--- config.mk ---
export PLATFORM = sky130hd
export DESIGN_NAME = gdda_ctrl
export DESIGN_NICKNAME = d
export VERILOG_FILES = /design/src/sv/gdda_pkg.sv /design/src/sv/gdda_ctrl.sv
export SDC_FILE = /design/constraint.sdc
export NUM_CORES = 1
export LEC_CHECK = 0
export ABC_AREA = 0
export BUFFER_PORTS_ARGS = -buffer_cell sky130_fd_sc_hd__buf_4
export CAP_MARGIN = 5
export CORE_AREA = 2 2 39 41
export DETAILED_ROUTE_END_ITERATION = 10
export DIE_AREA = 0 0 41 43
export GPL_TIMING_DRIVEN = 0
export PLACE_DENSITY_LB_ADDON = 0.3
export SLEW_MARGIN = 20
export SYNTH_ARGS = -nofsm -noshare
export SYNTH_HDL_FRONTEND = slang
export SYNTH_SLANG_ARGS = --single-unit
--- constraint.sdc ---
create_clock -name clk_i -period 1.95 [get_ports clk_i]
set_input_delay 0.0975 -clock clk_i [delete_from_list [all_inputs] [get_ports clk_i]]
set_output_delay 0.0975 -clock clk_i [all_outputs]
set_load 0.05 [all_outputs]
--- src/sv/gdda_pkg.sv ---
`timescale 1ns / 1ps

package gdda_pkg;

  // Fixed-point formats and field widths
  localparam int FRAC_BITS  = 10;
  localparam int ANGLE_BITS = 12;
  localparam int MAP_BITS   = 6;
  localparam int CELL_BITS  = 8;
  localparam int ADDR_BITS  = 2 * MAP_BITS;
  localparam int MEM_DEPTH  = 1 << ADDR_BITS;
  localparam int POS_W      = 16;
  localparam int DIST_W     = 17;
  localparam int HIT_W      = 18;
  localparam int MAG_W      = 15;
  localparam int DELTA_W    = FRAC_BITS + 15;
  localparam int SIDE_W     = DELTA_W + 1;
  localparam int MULA_W     = 25;
  localparam int MULB_W     = 17;
  localparam int PROD_W     = MULA_W + MULB_W;
  localparam int MCELL_W    = MAP_BITS + 2;

  localparam logic [6:0]  MAP_DIM      = 7'd64;
  localparam logic [11:0] QUARTER_TURN = 12'd1024;
  localparam logic [DELTA_W-1:0] DELTA_MAX = DELTA_W'(1) << (FRAC_BITS + 14);
  localparam logic [FRAC_BITS:0] FRAC_ONE  = (FRAC_BITS + 1)'(1) << FRAC_BITS;

  // Quarter-sine polynomial coefficients
  localparam logic [14:0] C_SIN_A = 15'd1160;
  localparam logic [14:0] C_SIN_B = 15'd10512;
  localparam logic [14:0] C_SIN_C = 15'd25736;

  // Register indexes and reset values
  localparam logic [1:0] REG_MAX_DIST   = 2'd0;
  localparam logic [1:0] REG_WALL_CODE  = 2'd1;
  localparam logic [1:0] REG_MAP_WIDTH  = 2'd2;
  localparam logic [1:0] REG_MAP_HEIGHT = 2'd3;
  localparam logic [DIST_W-1:0]    RST_MAX_DIST  = 17'd20480;
  localparam logic [CELL_BITS-1:0] RST_WALL_CODE = 8'd1;
  localparam logic [6:0]           RST_MAP_DIM   = 7'd64;

  localparam logic [CELL_BITS-1:0] CODE_LIMIT = 8'd0;
  localparam logic [CELL_BITS-1:0] CODE_OOB   = 8'd1;
  localparam logic                 OP_WRITE   = 1'b0;
  localparam logic                 OP_CAST    = 1'b1;

  typedef enum logic [3:0] {
    ST_CLEAR, ST_IDLE, ST_TRIG0, ST_TRIG1, ST_TRIG2, ST_TRIG3, ST_TRIG4,
    ST_DIV, ST_SIDE0, ST_SIDE1, ST_STEP, ST_CHECK, ST_HIT0, ST_HIT1, ST_HIT2
  } state_e;

  typedef enum logic [3:0] {
    CMD_NONE, CMD_CLEAR, CMD_LOAD, CMD_TRIG0, CMD_TRIG1, CMD_TRIG2, CMD_TRIG3,
    CMD_TRIG4, CMD_DIV, CMD_SIDE0, CMD_SIDE1, CMD_STEP, CMD_CHECK, CMD_HIT0,
    CMD_HIT1, CMD_OUT
  } cmd_e;

  typedef struct packed {
    cmd_e op;
    logic axis;
  } cmd_t;

  typedef struct packed {
    logic clear_done;
    logic div_done;
    logic stop;
    logic out_free;
  } status_t;

endpackage

--- src/sv/gdda_ctrl.sv ---
`timescale 1ns / 1ps

module gdda_ctrl (
  input  logic              clk_i,
  input  logic              rst_ni,
  input  logic              in_valid_i,
  input  logic              operation_i,
  output logic              in_ready_o,
  input  gdda_pkg::status_t status_i,
  output gdda_pkg::cmd_t    cmd_o
);

  gdda_pkg::state_e state_q, state_d;
  logic             axis_q, axis_d;

  always_ff @(posedge clk_i or negedge rst_ni) begin
    if (!rst_ni) begin
      state_q <= gdda_pkg::ST_CLEAR;
      axis_q  <= 1'b0;
    end else begin
      state_q <= state_d;
      axis_q  <= axis_d;
    end
  end

  always_comb begin
    state_d    = state_q;
    axis_d     = axis_q;
    in_ready_o = 1'b0;
    cmd_o.op   = gdda_pkg::CMD_NONE;
    cmd_o.axis = axis_q;
    case (state_q)
      gdda_pkg::ST_CLEAR: begin
        cmd_o.op = gdda_pkg::CMD_CLEAR;
        if (status_i.clear_done) state_d = gdda_pkg::ST_IDLE;
      end
      gdda_pkg::ST_IDLE: begin
        in_ready_o = 1'b1;
        if (in_valid_i) begin
          cmd_o.op = gdda_pkg::CMD_LOAD;
          if (operation_i == gdda_pkg::OP_CAST) begin
            axis_d  = 1'b0;
            state_d = gdda_pkg::ST_TRIG0;
          end
        end
      end
      gdda_pkg::ST_TRIG0: begin
        cmd_o.op = gdda_pkg::CMD_TRIG0;
        state_d  = gdda_pkg::ST_TRIG1;
      end
      gdda_pkg::ST_TRIG1: begin
        cmd_o.op = gdda_pkg::CMD_TRIG1;
        state_d  = gdda_pkg::ST_TRIG2;
      end
      gdda_pkg::ST_TRIG2: begin
        cmd_o.op = gdda_pkg::CMD_TRIG2;
        state_d  = gdda_pkg::ST_TRIG3;
      end
      gdda_pkg::ST_TRIG3: begin
        cmd_o.op = gdda_pkg::CMD_TRIG3;
        state_d  = gdda_pkg::ST_TRIG4;
      end
      gdda_pkg::ST_TRIG4: begin
        cmd_o.op = gdda_pkg::CMD_TRIG4;
        state_d  = gdda_pkg::ST_DIV;
      end
      gdda_pkg::ST_DIV: begin
        cmd_o.op = gdda_pkg::CMD_DIV;
        if (status_i.div_done) state_d = gdda_pkg::ST_SIDE0;
      end
      gdda_pkg::ST_SIDE0: begin
        cmd_o.op = gdda_pkg::CMD_SIDE0;
        state_d  = gdda_pkg::ST_SIDE1;
      end
      gdda_pkg::ST_SIDE1: begin
        cmd_o.op = gdda_pkg::CMD_SIDE1;
        // Repeat the setup for the y axis, then walk
        if (axis_q) begin
          state_d = gdda_pkg::ST_STEP;
        end else begin
          axis_d  = 1'b1;
          state_d = gdda_pkg::ST_TRIG0;
        end
      end
      gdda_pkg::ST_STEP: begin
        cmd_o.op = gdda_pkg::CMD_STEP;
        state_d  = gdda_pkg::ST_CHECK;
      end
      gdda_pkg::ST_CHECK: begin
        cmd_o.op = gdda_pkg::CMD_CHECK;
        state_d  = status_i.stop ? gdda_pkg::ST_HIT0 : gdda_pkg::ST_STEP;
      end
      gdda_pkg::ST_HIT0: begin
        cmd_o.op = gdda_pkg::CMD_HIT0;
        state_d  = gdda_pkg::ST_HIT1;
      end
      gdda_pkg::ST_HIT1: begin
        cmd_o.op = gdda_pkg::CMD_HIT1;
        state_d  = gdda_pkg::ST_HIT2;
      end
      gdda_pkg::ST_HIT2: begin
        // Hold until the output register is free
        if (status_i.out_free) begin
          cmd_o.op = gdda_pkg::CMD_OUT;
          state_d  = gdda_pkg::ST_IDLE;
        end
      end
      default: state_d = gdda_pkg::ST_IDLE;
    endcase
  end

endmodule

==> results.cfg, run 1 <==
[detailed_routing]
drc_errors = 0
maxUsedRoutingLayer = met4
met1_length_microns = 457
postRouteAntennaNets = 0
drt_iter0_markers = 5
firstDrtPassIters = 4
dr_wl_met2_microns = 573
wire_per_inst_microns = 12.6
met3_length_microns = 60
vias_per_cell = 5.35
vias = 471
finalWirelength_microns = 1110

[sta]
fin_ws_ns = 0.221
slew_violations = 0
setup_viol = 0
period_needed_ns = 1.73
clock.fmax_ghz = 0.579
worst_pin_slew_ns = 0.389
hold_violations = 0
hold_ws_ns = 0.184
rsz0062_at_grt = false
fin_worst_skew_ns = 0.00247
relSlewSlack = 0.737
timing.final.crit_share = 0.886

[global_route]
grt_max_degree = 11
grt_antenna_before_repair = 0
grt_pass1_wl_microns = 1860
grt_pass1_vias = 424
overflow = 0
gr-usage-all-layers = 0.158

[place]
io_buffers = 13
place_ws_ns = 0.267
hpwl_microns = 817
place_area_sq_um = 544
place_congestion = 0.736

[synthesis]
yosysWarnings = 0
avgSynthCellArea_sq_um = 7.81
syn_inst = 54
syn-cell-area_sq_um = 422
synth.distinct_cells = 27
synth_nets = 62
synth_seq_area_share = 0.297
synth-seq-cells = 5

[setup_path]
end_kind = primary output
crit_path_start_kind = flip-flop
required_ns = 1.85
path_max_fanout = 10
criticalPathCategory = flip-flop to primary output
rr_worst_depth = 4
arrival_ns = 1.63

[cts]
clock_tree.buffer_depth = 2
clk_latency_ns = 0.24
tritoncts = built
clock_sink_count = 5
root_buffer = clkbuf_4
cts_post_setup_buffers_inserted = 0
clkTransAtPathRegs_ns = 0.05
cts_resized = 0
cts_max_level = 1
numCtsBuffers = 3
hold_buffers = 1

[power]
p_leak_nw = 0.254
p_comb_frac = 0.727
netSwitchingPower_mw = 0.648
peakVddDrop_mv = 1.15
intPower_mw = 0.534
pwr-share-clk = 0.101
p_seq_frac = 0.172
p_sw_frac = 0.548
power_density_nw_per_um2 = 2040

[die]
fp.dieW_microns = 41
die_y_microns = 43
rows = 14
die_area_sq_um = 1760
ios = 14
fp.coreArea_sq_um = 1380
initial_core_util = 0.305

[layout]
drive_above_1_share = 0.319
fin_nets = 81
antenna_cells = 0
final_cell_mix = buf_4, o21ai_0, nor2_1
final_common_cell = buf_4
postLayoutCellArea_sq_um = 581
area_growth_pct = 37.7

[run]
drv_cap = 0

[hold_path]
holdCritPathClass = input pin to flip-flop
min_path_cells = 4

[outcome]
status = finished clean
worst paths after layout:
check                                  from         end  slack [ns]
max in group asynchronous            rst_ni  state_q[0]        1.65
worst max-delay path             state_q[1]    cmd_o[2]        0.22
min in group asynchronous            rst_ni  state_q[2]        0.19
worst min register to register       axis_q      axis_q        0.54
worst min-delay path            status_i[0]  state_q[3]        0.18
worst max register to register   state_q[0]  state_q[0]        0.27
routing by layer:
| metal | global-route usage | vias up |
|---|---|---|
| met3 | 0.0209 | 2 |
| met4 | 0.100 | 0 |
| met5 | 0 | - |
| li1 | - | 233 |
| met2 | 0.231 | 18 |
| met1 | 0.208 | 218 |
power by group through the flow:
stage / logic (mW) / clock network [mW] / registers (mW)
2_1_floorplan: 0.658 / 0 / 0.189
5_1_grt: 0.932 / 0.132 / 0.213
3_5_place_dp: 0.857 / 0 / 0.205
6_report: 0.860 / 0.119 / 0.203
3_3_place_gp: 0.851 / 0 / 0.204
4_1_cts: 0.864 / 0.124 / 0.204
through the flow:
step                      TNS [ns]  cells  utilization  power, mW
after global routing             0     88        0.420       1.28
after CTS                        0     88        0.420       1.19
final                            0     88        0.420       1.18
after detailed placement         0     83        0.393       1.06
after global placement           0     83        0.393       1.06
after floorplan            -0.0110     54            -      0.847
state kept, by name, summed over array words and instances (netlist names):
name and flops:
state_q 4, axis_q 1
synth_stat cells:
cell      count  area share
or4_1         1       0.018
inv_1         3       0.027
a21oi_1       4       0.047
a211oi_4      1       0.047
nand3_1       1       0.012
a32oi_1       1       0.021
nor3_1        1       0.012
o311ai_0      1       0.021
buf_2         2       0.024
buf_4         1       0.018
nor4_1        1       0.015
or3b_4        1       0.027
or3_1         1       0.015
nor2_1        6       0.053
nor2b_1       2       0.030
nand4b_1      1       0.021
a22oi_1       1       0.018
dfrtp_1       5        0.30
a22o_1        2       0.042
clkbuf_1      2       0.018
nand2_1       2       0.018
o31ai_1       1       0.018
or2_2         1       0.015
o21ai_0       8       0.095
o41ai_1       1       0.021
nand2b_1      2       0.030
mux2i_1       1       0.024
cells by family (layout without fill, tap and decap cells):
group,count (synthesis),count (layout),share of synthesized area
mux,1,1,0.0237
compound gates,20,20,0.329
flops,5,5,0.297
buf+inv,8,26,0.0861
simple gates,20,20,0.264
worst max-delay path, cell delays in order (launching register included):
cell      delay (ns)
dfrtp_1         0.38
clkbuf_1        0.35
inv_1           0.17
o311ai_0        0.16
o31ai_2         0.13
buf_4           0.21
area by class of cell:
| cell class | instances | area, sq um |
|---|---|---|
| inverters | 3 | 11.3 |
| plain buffers | 5 | 25.0 |
| clock buffers | 4 | 26.3 |
| multi-input cells | 41 | 265 |
| flip-flops and latches | 5 | 125 |
| fillers | 150 | 803 |
| repair buffers | 14 | 108 |
| well taps | 16 | 20.0 |
Power figures use the tool's default switching activity.
==> run 2: changes to the inputs <==
--- a/config.mk
+++ b/config.mk
@@ -8,9 +8,11 @@
 export ABC_AREA = 0
 export BUFFER_PORTS_ARGS = -buffer_cell sky130_fd_sc_hd__buf_4
 export CAP_MARGIN = 5
-export CORE_AREA = 2 2 39 41
+export CELL_PAD_IN_SITES_DETAIL_PLACEMENT = 0
+export CELL_PAD_IN_SITES_GLOBAL_PLACEMENT = 1
+export CORE_MARGIN = 2
+export CORE_UTILIZATION = 32
 export DETAILED_ROUTE_END_ITERATION = 10
-export DIE_AREA = 0 0 41 43
 export GPL_TIMING_DRIVEN = 0
 export PLACE_DENSITY_LB_ADDON = 0.3
 export SLEW_MARGIN = 20
==> constraint.sdc (replaced) <==
create_clock -name clk_i -period 1.95 [get_ports clk_i]
set_input_delay 0.0975 -clock clk_i [delete_from_list [all_inputs] [get_ports clk_i]]
set_output_delay 0.0975 -clock clk_i [all_outputs]
set_load 0.01 [all_outputs]
==> results.cfg, run 2 (same netlist as run 1, synthesis figures left out) <==
[detailed_routing]
finalWirelength_microns = 1100
wire_per_inst_microns = 12.6
postRouteAntennaNets = 0
dr_wl_met2_microns = 518
vias = 453
met1_length_microns = 516
maxUsedRoutingLayer = met3
drc_errors = 0
firstDrtPassIters = 3
met3_length_microns = 63
vias_per_cell = 5.21
drt_iter0_markers = 4

[place]
hpwl_microns = 794
io_buffers = 13
place_congestion = 0.768

[cts]
cts_post_setup_buffers_inserted = 0
root_buffer = clkbuf_4
tritoncts = built
clkTransAtPathRegs_ns = 0.05
clock_tree.buffer_depth = 2
numCtsBuffers = 3
cts_max_level = 1
clock_sink_count = 5
clk_latency_ns = 0.25
cts_resized = 0

[sta]
rsz0062_at_grt = false
relSlewSlack = 0.742
slew_violations = 0
period_needed_ns = 1.69
finalSetupTns_ns = 0
hold_ws_ns = 0.144
setup_viol = 0
worst_pin_slew_ns = 0.388
fin_worst_skew_ns = 0.0113
clock.fmax_ghz = 0.590
timing.final.crit_share = 0.869
hold_violations = 0

[setup_path]
r2r-end = state_q[0]
required_ns = 1.85
rr_worst_depth = 4
path_max_fanout = 10
rrSetupSlack_ns = 0.27
arrival_ns = 1.60
r2r-start = state_q[0]
criticalPathCategory = flip-flop to primary output
crit_path_end = cmd_o[2]
crit_path_start_kind = flip-flop
cp-startpoint = state_q[1]
end_kind = primary output

[die]
fp.dieW_microns = 40.3
ios = 14
initial_core_util = 0.332
die_area_sq_um = 1620
die_y_microns = 40.3
rows = 13
fp.coreArea_sq_um = 1270

[layout]
largest_register = state_q
ff_latch_area_sq_um = 125
antenna_cells = 0
final_common_cell = buf_4
area_growth_pct = 36.2
fin_nets = 81
largest_reg_flops = 4
n_fill_cell = 132
multi_input_area_sq_um = 260
reg_top3 = state_q x4, axis_q x1
final_cell_mix = buf_4, o21ai_0, nor2_1
final_core_util = 0.453
drive_above_1_share = 0.306

[global_route]
overflow = 0
grt_antenna_before_repair = 0
grt_max_degree = 11
gr-usage-all-layers = 0.160
grt_pass1_vias = 408
grt_pass1_wl_microns = 1630

[power]
p_leak_nw = 0.253
peakVddDrop_mv = 0.735
power_density_nw_per_um2 = 1660
power_mw = 0.955

[run]
drv_cap = 0

[outcome]
status = finished clean

[hold_path]
holdCritPathClass = input pin to flip-flop
## run 2: area by class of cell
type,instances,share of cell area
multi-input combinational,41,0.453
tap,15,0.0327
clock buffer,4,0.0458
timing repair buffer,14,0.187
sequential,5,0.218
inverter,3,0.0196
buffer,5,0.0436
## run 2: where the power goes
part / internal (mW) / switching (mW)
clock: 0.0776 / 0.0473
sequential: 0.154 / 0.0560
combinational: 0.291 / 0.329
## run 2: per-layer routing
layer,vias to the layer above,GRT usage
met1,208,0.166
met5,-,0
met2,14,0.278
li1,231,-
met4,0,0.0500
met3,0,0.0833
## run 2: per-stage QoR
step           std cells  cell area [sq um]  worst slack [ns]
4_1_cts               87                574             0.258
3_3_place_gp          82                538             0.288
2_1_floorplan         54                422             0.427
3_5_place_dp          82                538             0.287
6_report              87                574             0.256
5_1_grt               87                574             0.183
## run 2: how the worst min path moves through the flow
stage | from | end | slack [ns] | depth (start not counted)
2_1_floorplan | rst_ni | axis_q | -0.20 | 0
5_1_grt | rst_ni | state_q[3] | 0.18 | 2
4_1_cts | status_i[0] | state_q[3] | 0.14 | 4
6_report | status_i[0] | state_q[3] | 0.14 | 4
3_3_place_gp | rst_ni | state_q[1] | -0.10 | 1
3_5_place_dp | rst_ni | state_q[0] | -0.10 | 1
## run 2: worst max-delay path, stage by stage (launching register included)
cell and delay (ns):
dfrtp_1 0.41, clkbuf_1 0.34, inv_1 0.16, o31ai_1 0.28, buf_4 0.17
## run 2: repair_timing
item	in CTS	in global routing
hold buffers	1	0
hold endpoints to repair	5	0
endpoints found under the setup margin	0	0
